===== config.mk =====
export PLATFORM = sky130hd
export DESIGN_NAME = tgnm_best
export DESIGN_NICKNAME = d
export VERILOG_FILES = /design/src/sv/two_group_nearest_match_assert.svh /design/src/sv/tgnm_pkg.sv /design/src/sv/tgnm_best.sv
export SDC_FILE = /design/constraint.sdc
export NUM_CORES = 1
export LEC_CHECK = 0
export ABC_AREA = 0
export BUFFER_PORTS_ARGS = -buffer_cell sky130_fd_sc_hd__buf_2
export CORE_ASPECT_RATIO = 2
export CORE_MARGIN = 8
export CORE_UTILIZATION = 39
export DETAILED_ROUTE_END_ITERATION = 12
export PLACE_DENSITY = 0.6
export SYNTH_ARGS = -nofsm -noshare
export SYNTH_HDL_FRONTEND = slang
export SYNTH_SLANG_ARGS = --single-unit

===== constraint.sdc =====
create_clock -name clk_i -period 6.8 [get_ports clk_i]
set_clock_uncertainty 0.15 [all_clocks]
set_input_delay 1.36 -clock clk_i [delete_from_list [all_inputs] [get_ports clk_i]]
set_output_delay 1.36 -clock clk_i [all_outputs]
set_load 0.1 [all_outputs]

===== src/sv/two_group_nearest_match_assert.svh =====
// assertion helpers for the two-group nearest match block
// both expect clk_i and rst_ni in the scope where they are used
`ifndef TWO_GROUP_NEAREST_MATCH_ASSERT_SVH
`define TWO_GROUP_NEAREST_MATCH_ASSERT_SVH

// same-cycle implication
`define TGNM_ASSERT_IMP(name, ante, cons, msg) \
  name: assert property (@(posedge clk_i) disable iff (!rst_ni) (ante) |-> (cons)) \
    else $error(msg);

// next-cycle implication
`define TGNM_ASSERT_NXT(name, ante, cons, msg) \
  name: assert property (@(posedge clk_i) disable iff (!rst_ni) (ante) |=> (cons)) \
    else $error(msg);

`endif


===== src/sv/tgnm_pkg.sv =====
`default_nettype none

package tgnm_pkg;

  localparam int ENTRIES = 256;
  localparam int ADDR_W  = (ENTRIES > 1) ? $clog2(ENTRIES) : 1;
  localparam int CNT_W   = ADDR_W + 1;
  localparam int SCORE_W = 48;
  localparam int CFG_IDX_W  = 2;
  localparam int CFG_DATA_W = 48;

  // op codes
  localparam logic OP_LOAD  = 1'b0;
  localparam logic OP_QUERY = 1'b1;

  // register indexes
  localparam logic [CFG_IDX_W-1:0] CFG_GROUP_THR  = 2'd0;
  localparam logic [CFG_IDX_W-1:0] CFG_ACCEPT_THR = 2'd1;
  localparam logic [CFG_IDX_W-1:0] CFG_DIFF_SCALE = 2'd2;
  localparam logic [CFG_IDX_W-1:0] CFG_ENTRY_CNT  = 2'd3;

  localparam logic [31:0] DIFF_SCALE_RST = 32'h0001_0000;

  typedef struct packed {
    logic               op;
    logic [7:0]         entry_index;
    logic signed [31:0] entry_value;
    logic signed [31:0] entry_cost;
    logic signed [31:0] entry_key;
    logic signed [31:0] query_value;
    logic signed [31:0] query_key;
  } tgnm_in_t;

  typedef struct packed {
    logic [8:0] match_index;
    logic       chose_in_group;
  } tgnm_out_t;

  // one table row
  typedef struct packed {
    logic signed [31:0] value;
    logic signed [31:0] cost;
    logic signed [31:0] key;
  } tgnm_entry_t;

  // travels with a table read through the scoring pipe
  typedef struct packed {
    logic              valid;
    logic              last;
    logic [ADDR_W-1:0] idx;
  } tgnm_tag_t;

  typedef struct packed {
    tgnm_tag_t                 tag;
    logic                      grp;
    logic signed [SCORE_W-1:0] score;
  } tgnm_score_t;

  typedef struct packed {
    logic                      done;
    logic                      have_in;
    logic                      have_out;
    logic signed [SCORE_W-1:0] best_in;
    logic signed [SCORE_W-1:0] best_out;
    logic [ADDR_W-1:0]         idx_in;
    logic [ADDR_W-1:0]         idx_out;
  } tgnm_best_t;

endpackage

`default_nettype wire


===== src/sv/tgnm_best.sv =====
`default_nettype none

module tgnm_best (
  input  wire                        clk_i,
  input  wire                        rst_ni,
  input  wire                        clear_i,
  input  wire tgnm_pkg::tgnm_score_t score_i,
  output tgnm_pkg::tgnm_best_t       best_o
);
  import tgnm_pkg::*;

  tgnm_best_t best_q;

  always_ff @(posedge clk_i or negedge rst_ni) begin
    if (!rst_ni) begin
      best_q <= '0;
    end else begin
      best_q.done <= score_i.tag.valid && score_i.tag.last;
      if (clear_i) begin
        best_q.have_in  <= 1'b0;
        best_q.have_out <= 1'b0;
      end else if (score_i.tag.valid) begin
        // strict compare keeps the earliest entry on ties
        if (score_i.grp) begin
          if (!best_q.have_in || score_i.score < best_q.best_in) begin
            best_q.have_in <= 1'b1;
            best_q.best_in <= score_i.score;
            best_q.idx_in  <= score_i.tag.idx;
          end
        end else begin
          if (!best_q.have_out || score_i.score < best_q.best_out) begin
            best_q.have_out <= 1'b1;
            best_q.best_out <= score_i.score;
            best_q.idx_out  <= score_i.tag.idx;
          end
        end
      end
    end
  end

  assign best_o = best_q;

endmodule

`default_nettype wire


==> metrics.md <==
| Metric | Value |
|---|---|
| Status | finished, final reports clean |
| Core area | 0.0173 mm² |
| FILL cells | between 1.5k and 2k |
| First-pass GRT wire length | 30.0 mm |
| IO Pins | 177 |
| EDFF count, synth | 0 |
| Reg-to-Reg Start | best_o[99] |
| Post-synthesis mux area share | slightly above 20% |
| Critical path endpoint | best_o[69] |
| # resized after CTS | 0 |
| Clock Path Buffers | 2 |
| Die Wd | between 100 and 150 µm |
| RSZ-0062 raised after global routing | no |
| Critical path endpoint category | register |
| CTS tree | done |
| Worst reg2reg path depth | 9 |
| WP depth | 9 |
| Setup TNS | 0 ns |
| Average wire per standard cell | 18.8 µm |
| DRT antenna net count | 0 |
| Area growth syn-to-layout | 24.0% |
| Syn Nets | 752 |
| CP Max Fanout | 34 |
| Least-Margin Pin Slew | between 0.9 and 1 ns |
| DRC | 0 |
| Worst path cell trace | buf_2 -> ha_1 -> a21oi_1 -> o21ai_0 -> a2111oi_0 -> o32ai_1 -> a211oi_4 -> buf_4 -> mux2_2 |
| Count leader, synth | dfrtp_1 |
| Area share of fa/ha/maj cells after synthesis | roughly 17% |
| Simple-gate share of the synthesized area | 5.58% |
| Via density per instance | slightly above 5 |
| CP arrival | just over 4 ns |
| Type of the tightest min-delay check | reg2reg |
| CP Launch Type | input pin |
| Yosys warns | 0 |
| DRT iter0 DRCs | 157 |
| Final core occ | 49.4% |
| Sequential cell area fraction in the yosys report | a little over two fifths |
| Synth top cells by count | dfrtp_1, inv_1, ha_1 |
| Slew Limit Fails | 0 |
| Fmax | 253 MHz |
| Largest family of logic cells by synthesized area | multiplexers |
| FP Rows | between 60 and 70 |
| Fin crit share | 58.0% |
| Period minus WS final | 3.95 ns |
| Critical Path RT | approximately 6.9 ns |
| Top cell type's share of synthesized area | a little over two fifths |
| IO Port Bufs | between 150 and 200 |
| Crit path max-delay family | compound AO/OA/AOI/OAI gates |
| Layout cell share with drive strength beyond 1 | about two fifths |
| Worst reg2reg path endpoint | best_o[69] |
| Gpl congestion | just over 0.8 |
| Initial antenna violation count | 1 |
| Router iterations before antenna repair | 4 |
| CTS sink count | approximately 120 |
| Dpl cell area | around 0.0080 mm² |
| GRT overflow | 0 |
| Post-synthesis cell area | approximately 0.0069 mm² |
| Ys async rst share | 100% |
| Clock Pin Slew Worst Setup and Hold Paths | around 0.050 ns |
| Dominant cells by area after synthesis | dfrtp_1, ha_1, mux2_2 |
| WL final | roughly 19 mm |
| Pin count of the biggest net entering global routing | 71 |
| Max incr delay on CP | roughly 0.65 ns |
| Largest area contributor in the netlist | dfrtp_1 |
| CP startpoint | score_i[35] |
| Fin. Hold Viols | 0 |
| Final Setup Violations | 0 |
| Cell count of the worst hold path | 1 |
| Cts bufs inserted | 17 |
| Syn Area/Cell | 11.5 µm² |
| # hold bufs at CTS | 0 |
| Max reg flops | about 120 |
| XOR/XNOR Fraction of Synth Area | 0% |
| Post-synth top flop | dfrtp_1 |
| Critical path class | in2reg |
| H-tree lvl count | 4 |
| Cells after Synth | slightly below 600 |
| Die height | approximately 200 µm |
| Compound-cell area share of the yosys netlist | around 7.3% |
| CP bufs+invs | 2 |
| Maxcap violations | 0 |
| Postcts setup bufs | 0 |
| Via Count | about 5.2k |
| Synth cell types | 37 |
| Clk Latency, worst-skew pair | 0.41 ns |
| Nets | approximately 940 |
| Relative slew margins | between 30% and 40% |
| Vias in the first global route | between 5k and 6k |
| Seq cells post-synth | approximately 120 |
| Initial Utilization | 39.8% |
| Die ar. | around 0.022 mm² |
| Setup WS pre-CTS | roughly 2.3 ns |
| DPL Wire Length | ~15 mm |
| Final worst setup slack | around 2.9 ns |
| GRT Util Overall | between 10% and 20% |
| Worst-path cell with the longest stage delay | a2111oi_0 |
| R2R Setup Slk | ~3.5 ns |
| Root buffer cell | clkbuf_16 |
| Post-route cell area | 0.00853 mm² |
## worst register-to-register path, delay by kind of cell (launching register included)
kind	cells	cell delay, ns
AO/OA/AOI/OAI	5	1.41
adder cells (fa/ha/maj)	1	0.29
multiplexers	1	0.41
buffers and inverters	2	0.53
flip-flops	1	0.36
## cell type report
cell class | instances | area, µm² | share of cell area [%]
antenna | 1 | 2.50 | 0.0293
clock buffer | 25 | 505 | 5.93
clock inverter | 5 | 50.0 | 0.587
inverter | 108 | 405 | 4.75
multi-input combinational | 361 | 3500 | 41.0
sequential | 115 | 2880 | 33.7
tap | 210 | 263 | 3.08
timing repair buffer | 182 | 928 | 10.9
## metrics by stage
step / std cells / hold WS [ns]
floorplan: 596 / 0.861
global placement: 976 / 0.316
detailed placement: 976 / 0.321
CTS: 1006 / 0.334
global route: 1007 / 0.358
finish: 1007 / 0.332
## kinds of logic (layout without fill, tap and decap cells)
group	after synthesis	in the layout
buffers and inverters	120	320
flip-flops	115	115
multiplexers	112	112
adder cells (fa/ha/maj)	94	94
AO/OA/AOI/OAI	81	81
AND/OR/NAND/NOR	74	74
other	0	1
## layer usage
layer	global-route usage [%]	up-vias	share of wire [%]
met3	4.77	47	5.8
met1	16.6	2558	34
met2	32.7	145	56
met4	9.18	0	3.8
met5	0	-	0
li1	-	2462	-
## worst min-delay path by stage
| stage | start | slack [ns] | endpoint |
|---|---|---|---|
| after global placement | best_o[10] | 0.32 | best_o[10] |
| after CTS | best_o[14] | 0.33 | best_o[14] |
| after floorplan | best_o[112] | 0.86 | best_o[112] |
| after global routing | best_o[13] | 0.36 | best_o[13] |
| after detailed placement | best_o[14] | 0.32 | best_o[14] |
| final | best_o[14] | 0.33 | best_o[14] |
## cells in the final DEF, fill, tap and decap left out, drive strengths merged
master,n
nand2,18
a21o,2
o211ai,2
a2111o,1
a21oi,30
a221oi,1
a211oi,15
nor2b,2
clkbuf,25
diode,1
dfrtp,115
inv,108
a22oi,1
nor3b,3
o31ai,1
o32ai,1
a31oi,1
a41o,1
nand4,16
and2,1
o21ai,19
nand3,6
o311ai,2
and4,1
bufinv,1
mux2,112
or4,2
or4b,1
nor2,14
nor4,2
clkinv,4
nand2b,5
a2111oi,4
ha,94
buf,182
nor3,3
Power is left out: the tool's default activity adds up to more than one toggle a clock period on the data nets, which glitch-free logic cannot reach.
