`config.mk`:
```
export PLATFORM = sky130hd
export DESIGN_NAME = tgnm_score
export DESIGN_NICKNAME = d
export VERILOG_FILES = /design/src/sv/two_group_nearest_match_assert.svh /design/src/sv/tgnm_pkg.sv /design/src/sv/tgnm_score.sv
export SDC_FILE = /design/constraint.sdc
export NUM_CORES = 2
export LEC_CHECK = 0
export CAP_MARGIN = 20
export CORE_ASPECT_RATIO = 0.6
export CORE_MARGIN = 2
export CORE_UTILIZATION = 61
export DETAILED_ROUTE_END_ITERATION = 16
export DONT_BUFFER_PORTS = 1
export PLACE_DENSITY = 0.8
export SLEW_MARGIN = 25
export SYNTH_ARGS = -nofsm -noshare
export SYNTH_HDL_FRONTEND = slang
export SYNTH_SLANG_ARGS = --single-unit
```
`constraint.sdc`:
```
create_clock -name clk_i -period 7.3 [get_ports clk_i]
set_clock_uncertainty 0.2 [all_clocks]
set_input_delay 0.73 -clock clk_i [delete_from_list [all_inputs] [get_ports clk_i]]
set_output_delay 0.73 -clock clk_i [all_outputs]
set_load 0.005 [all_outputs]
```
`src/sv/two_group_nearest_match_assert.svh`:
```
// assertion helpers for the two-group nearest match block
// both expect clk_i and rst_ni in the scope where they are used
`ifndef TWO_GROUP_NEAREST_MATCH_ASSERT_SVH
`define TWO_GROUP_NEAREST_MATCH_ASSERT_SVH

// same-cycle implication
`define TGNM_ASSERT_IMP(name, ante, cons, msg) \
  name: assert property (@(posedge clk_i) disable iff (!rst_ni) (ante) |-> (cons)) \
    else $error(msg);

// next-cycle implication
`define TGNM_ASSERT_NXT(name, ante, cons, msg) \
  name: assert property (@(posedge clk_i) disable iff (!rst_ni) (ante) |=> (cons)) \
    else $error(msg);

`endif

```
`src/sv/tgnm_pkg.sv`:
```
`default_nettype none

package tgnm_pkg;

  localparam int ENTRIES = 256;
  localparam int ADDR_W  = (ENTRIES > 1) ? $clog2(ENTRIES) : 1;
  localparam int CNT_W   = ADDR_W + 1;
  localparam int SCORE_W = 48;
  localparam int CFG_IDX_W  = 2;
  localparam int CFG_DATA_W = 48;

  // op codes
  localparam logic OP_LOAD  = 1'b0;
  localparam logic OP_QUERY = 1'b1;

  // register indexes
  localparam logic [CFG_IDX_W-1:0] CFG_GROUP_THR  = 2'd0;
  localparam logic [CFG_IDX_W-1:0] CFG_ACCEPT_THR = 2'd1;
  localparam logic [CFG_IDX_W-1:0] CFG_DIFF_SCALE = 2'd2;
  localparam logic [CFG_IDX_W-1:0] CFG_ENTRY_CNT  = 2'd3;

  localparam logic [31:0] DIFF_SCALE_RST = 32'h0001_0000;

  typedef struct packed {
    logic               op;
    logic [7:0]         entry_index;
    logic signed [31:0] entry_value;
    logic signed [31:0] entry_cost;
    logic signed [31:0] entry_key;
    logic signed [31:0] query_value;
    logic signed [31:0] query_key;
  } tgnm_in_t;

  typedef struct packed {
    logic [8:0] match_index;
    logic       chose_in_group;
  } tgnm_out_t;

  // one table row
  typedef struct packed {
    logic signed [31:0] value;
    logic signed [31:0] cost;
    logic signed [31:0] key;
  } tgnm_entry_t;

  // travels with a table read through the scoring pipe
  typedef struct packed {
    logic              valid;
    logic              last;
    logic [ADDR_W-1:0] idx;
  } tgnm_tag_t;

  typedef struct packed {
    tgnm_tag_t                 tag;
    logic                      grp;
    logic signed [SCORE_W-1:0] score;
  } tgnm_score_t;

  typedef struct packed {
    logic                      done;
    logic                      have_in;
    logic                      have_out;
    logic signed [SCORE_W-1:0] best_in;
    logic signed [SCORE_W-1:0] best_out;
    logic [ADDR_W-1:0]         idx_in;
    logic [ADDR_W-1:0]         idx_out;
  } tgnm_best_t;

endpackage

`default_nettype wire

```
`src/sv/tgnm_score.sv`:
```
`default_nettype none

module tgnm_score (
  input  wire                        clk_i,
  input  wire                        rst_ni,
  input  wire tgnm_pkg::tgnm_tag_t   tag_i,
  input  wire tgnm_pkg::tgnm_entry_t entry_i,
  input  wire signed [31:0]          query_value_i,
  input  wire signed [31:0]          query_key_i,
  input  wire signed [31:0]          group_thr_i,
  input  wire [31:0]                 diff_scale_i,
  output tgnm_pkg::tgnm_score_t      score_o
);
  import tgnm_pkg::*;

  localparam logic signed [49:0] SAT_MAX = 50'sh0_7FFF_FFFF_FFFF;
  localparam logic signed [49:0] SAT_MIN = -SAT_MAX - 50'sd1;

  // stage a: magnitude of the value difference and group test
  logic signed [32:0] diff_pos, diff_neg, key_diff;
  logic [31:0]        mag_d;
  logic               grp_d;

  tgnm_tag_t          tag_a_q, tag_b_q, tag_c_q;
  logic [31:0]        mag_q;
  logic signed [31:0] cost_a_q, cost_b_q;
  logic               grp_a_q, grp_b_q, grp_c_q;
  logic [63:0]        prod_d, prod_q;
  logic signed [49:0] sum_d;
  logic signed [SCORE_W-1:0] sat_d, score_q;

  always_comb begin
    diff_pos = 33'(query_value_i) - 33'(entry_i.value);
    diff_neg = 33'(entry_i.value) - 33'(query_value_i);
    mag_d    = diff_pos[32] ? diff_neg[31:0] : diff_pos[31:0];
    key_diff = 33'(query_key_i) - 33'(entry_i.key);
    grp_d    = key_diff <= 33'(group_thr_i);
  end

  // stage b: scale
  assign prod_d = mag_q * diff_scale_i;

  // stage c: drop fraction bits, add cost, clamp to 48 bits
  always_comb begin
    sum_d = $signed({2'b00, prod_q[63:16]}) + 50'(cost_b_q);
    if (sum_d > SAT_MAX) begin
      sat_d = SAT_MAX[SCORE_W-1:0];
    end else if (sum_d < SAT_MIN) begin
      sat_d = SAT_MIN[SCORE_W-1:0];
    end else begin
      sat_d = sum_d[SCORE_W-1:0];
    end
  end

  always_ff @(posedge clk_i or negedge rst_ni) begin
    if (!rst_ni) begin
      tag_a_q <= '0;
      tag_b_q <= '0;
      tag_c_q <= '0;
    end else begin
      tag_a_q <= tag_i;
      tag_b_q <= tag_a_q;
      tag_c_q <= tag_b_q;
    end
  end

  always_ff @(posedge clk_i) begin
    mag_q    <= mag_d;
    cost_a_q <= entry_i.cost;
    grp_a_q  <= grp_d;
    prod_q   <= prod_d;
    cost_b_q <= cost_a_q;
    grp_b_q  <= grp_a_q;
    score_q  <= sat_d;
    grp_c_q  <= grp_b_q;
  end

  assign score_o.tag   = tag_c_q;
  assign score_o.grp   = grp_c_q;
  assign score_o.score = score_q;

endmodule

`default_nettype wire

```
==> results.sh <==
export IMPL_clk_latency_ns=0.59
export IMPL_layoutNonFillerInstCount=6232
export IMPL_max_cap_viol_count=0
export IMPL_cts_htree_levels=1
export IMPL_area_delta_synth_final_pct=11.5
export IMPL_finalHoldViolCount=0
export IMPL_grt_overflow_total=0
export IMPL_netlist_area_leader_share_pct=39.2
export IMPL_r2r_start="mag_q[9]$_DFF_P_"
export IMPL_die_y_microns=217
export IMPL_fin_ws_ns=-0.391
export IMPL_portBuffers=0
export IMPL_worstSetupStartpointType="flip-flop"
export IMPL_outcome="finished with violations"
export IMPL_yosys_register_bits=225
export IMPL_r2r_end="prod_q[49]$_DFF_P_"
export IMPL_grt_use_total_pct=34.6
export IMPL_dpl_cell_count=6106
export IMPL_syn_nets=6674
export IMPL_synth_top_area_cell="fa_1"
export IMPL_place_area_sq_um=48700
export IMPL_hold_class="in -> reg"
export IMPL_violations="negative setup slack"
export IMPL_seq_area_frac_synth_pct=10.1
export IMPL_cts_sinks=225
export IMPL_ff2ff_setup_slack_ns=-0.39
export IMPL_timing_final_crit_period_ns=7.69
export IMPL_gp_congestion=1.03
export IMPL_wl_per_cell_microns=21.4
export IMPL_cts_tree="done"
export IMPL_grt_pass1_vias=36500
export IMPL_drt_iter0_drc=3610
export IMPL_antenna_cells=0
export IMPL_num_io_pins=295
export IMPL_setup_violations=28
export IMPL_tns_ns=-5.78
export IMPL_min_to="mag_q[0]$_DFF_P_"
export IMPL_clock_fmax_mhz=130
export IMPL_start_util_pct=62.0
export IMPL_die_x_microns=358
export IMPL_worst_pin_slew_ns=0.983
export IMPL_synth_edf_count=0
export IMPL_vias=35600
export IMPL_slew_headroom_pct=32.8
export IMPL_die_area_sq_um=77600
export IMPL_dp_hpwl_microns=109000
export IMPL_finalMaxSlewViolations=0
export IMPL_cp_arrival_ns=8.00
export IMPL_syn_inst=5102
export IMPL_cts_root_buffer="clkbuf_16"
export IMPL_synth_distinct_cells=74
export IMPL_min_delay_start="query_value_i[0]"
export IMPL_rsz0062_at_grt="true"
export IMPL_hold_depth=2
export IMPL_synthFlopType="dfxtp_1"
export IMPL_cts_buffer_depth=3
export IMPL_period_share_pct=105
export IMPL_crit_type="reg -> reg"
export IMPL_synth_area_per_cell_sq_um=9.01
export IMPL_ant_nets=0
export IMPL_syn_area_sq_um=46000
export IMPL_finalWirelength_microns=134000
export IMPL_async_flop_share_pct=13.3
export IMPL_rows=77
export IMPL_grt_pass1_wl_microns=205000
export IMPL_r2r_cells=27
export IMPL_nets=6801
export IMPL_yosysWarningCount=0
export IMPL_crit_fanout=7
export IMPL_cts_buffers=24
export IMPL_synth_most_common_cell="inv_1"
export IMPL_grt_max_degree=48
export IMPL_worstSetupEndpointType="flip-flop"
export IMPL_place_ws_ns=-0.782
export IMPL_clk_pin_slew_ns=0.06
export IMPL_drt_vias_per_instance=5.72
export IMPL_synth_area_leaders="fa_1 (39%), ha_1 (12%), inv_1 (8.6%)"
export IMPL_core_area_sq_um=74100
export IMPL_synthTopCellsByCount="inv_1 (1053), fa_1 (899), and2_1 (590), nand2_1 (547), ha_1 (437)"
export IMPL_drc=0
export IMPL_antenna_found_initial=4
export IMPL_drive_gt1_share_pct=10.5
export IMPL_final_cell_area_sq_um=51200
export IMPL_first_pass_iters=8
export IMPL_cp_required_ns=7.61
==> how the worst max path moves through the flow <==
stage                           startpoint                 end  slack (ns)  cells after the start
after floorplan            diff_scale_i[2]  prod_q[49]$_DFF_P_       -0.51                     28
after global placement     diff_scale_i[7]  prod_q[49]$_DFF_P_       -0.72                     27
after detailed placement   diff_scale_i[5]  prod_q[46]$_DFF_P_       -0.78                     26
after CTS                 mag_q[9]$_DFF_P_  prod_q[57]$_DFF_P_       -0.38                     28
after global routing      mag_q[9]$_DFF_P_  prod_q[49]$_DFF_P_       -0.58                     27
final                     mag_q[9]$_DFF_P_  prod_q[49]$_DFF_P_       -0.39                     27
==> final cells by class <==
class | count | area [sq um]
repair buffers | 346 | 3390
fillers | 5444 | 22900
multi-input cells | 3579 | 37100
clock inverters | 15 | 185
clock buffers | 27 | 632
inverters | 1053 | 3950
flip-flops and latches | 225 | 4700
well taps | 987 | 1230
==> registers in the layout (all words and copies together), names as in the netlist <==
register / flops
cost_a_q: 32
cost_b_q: 32
grp_a_q: 1
grp_b_q: 1
grp_c_q: 1
mag_q: 32
prod_q: 48
score_o: 10
score_q: 48
tag_a_q: 10
tag_b_q: 10
==> kinds of logic (layout without fill, tap and decap cells) <==
family | Yosys count | count (layout) | share of synthesized area (%)
adders and majority gates | 1336 | 1336 | 51.1
AOI/OAI and AO/OA | 648 | 648 | 8.93
muxes | 9 | 9 | 0.199
xor gates and xnor gates | 145 | 145 | 2.76
and+or+nand+nor | 1441 | 1441 | 16.3
buffers and inverters | 1298 | 1441 | 10.7
DFF | 225 | 225 | 10.1
==> stage by stage <==
step | util [%] | hold WS, ns
after global routing | 69.2 | 0.120
after global placement | 65.7 | 0.110
after detailed placement | 65.7 | 0.112
after CTS | 68.2 | 0.102
after floorplan | - | 0.110
final | 69.2 | 0.118
==> placed cells by master (no fill, tap or decap), drive strengths merged, types with 6 or more instances in the layout <==
cell / count
nor3: 32
dfrtp: 30
nor2b: 39
clkbuf: 28
and3: 14
fa: 899
nor2: 73
inv: 1055
a41oi: 8
xor2: 55
clkinv: 7
buf: 301
nand2b: 19
o31ai: 9
nand3: 35
o21ai: 131
o21bai: 19
a21oi: 201
and2: 591
mux2i: 8
nand4: 35
ha: 437
xnor2: 90
dfxtp: 195
nand2: 548
nor3b: 6
o21a: 17
a211oi: 26
and4: 17
or3: 13
dlygate4sd3: 43
a31oi: 23
o211ai: 14
a21o: 151
==> critical path, stage by stage (launching register included) <==
cell     delay (ns)
dfxtp_4        0.37
buf_12         0.15
buf_8          0.14
and2_4         0.14
fa_1           0.52
inv_1          0.05
fa_1           0.54
fa_1           0.47
fa_1           0.50
inv_1          0.04
ha_1           0.26
ha_1           0.31
fa_1           0.51
inv_2          0.05
fa_2           0.61
inv_2          0.08
ha_4           0.16
a21oi_2        0.16
nor2_1         0.05
or3_4          0.37
o211a_1        0.24
or4b_4         0.52
a21bo_4        0.24
a41o_4         0.24
a21bo_1        0.19
a21o_1         0.22
a21oi_2        0.15
xnor2_1        0.12
==> per-layer routing <==
| metal | vias to the layer above | global-route usage, % | wire, microns |
|---|---|---|---|
| li1 | 15800 | - | - |
| met1 | 17500 | 49.3 | 56900 |
| met2 | 2126 | 43.9 | 49800 |
| met3 | 148 | 22.8 | 25300 |
| met4 | 6 | 4.76 | 1620 |
| met5 | - | 0 | 47 |
==> repair_timing <==
item,4_1_cts,5_1_grt
gates cloned,1,1
endpoints found under the hold margin,72,0
hold buffers,44,0
pin swaps,69,96
setup buffers,16,23
endpoints found under the setup margin,35,36
resized for setup,115,141
Power is left out: the tool's default activity adds up to more than one toggle a clock period on the data nets, which glitch-free logic cannot reach.
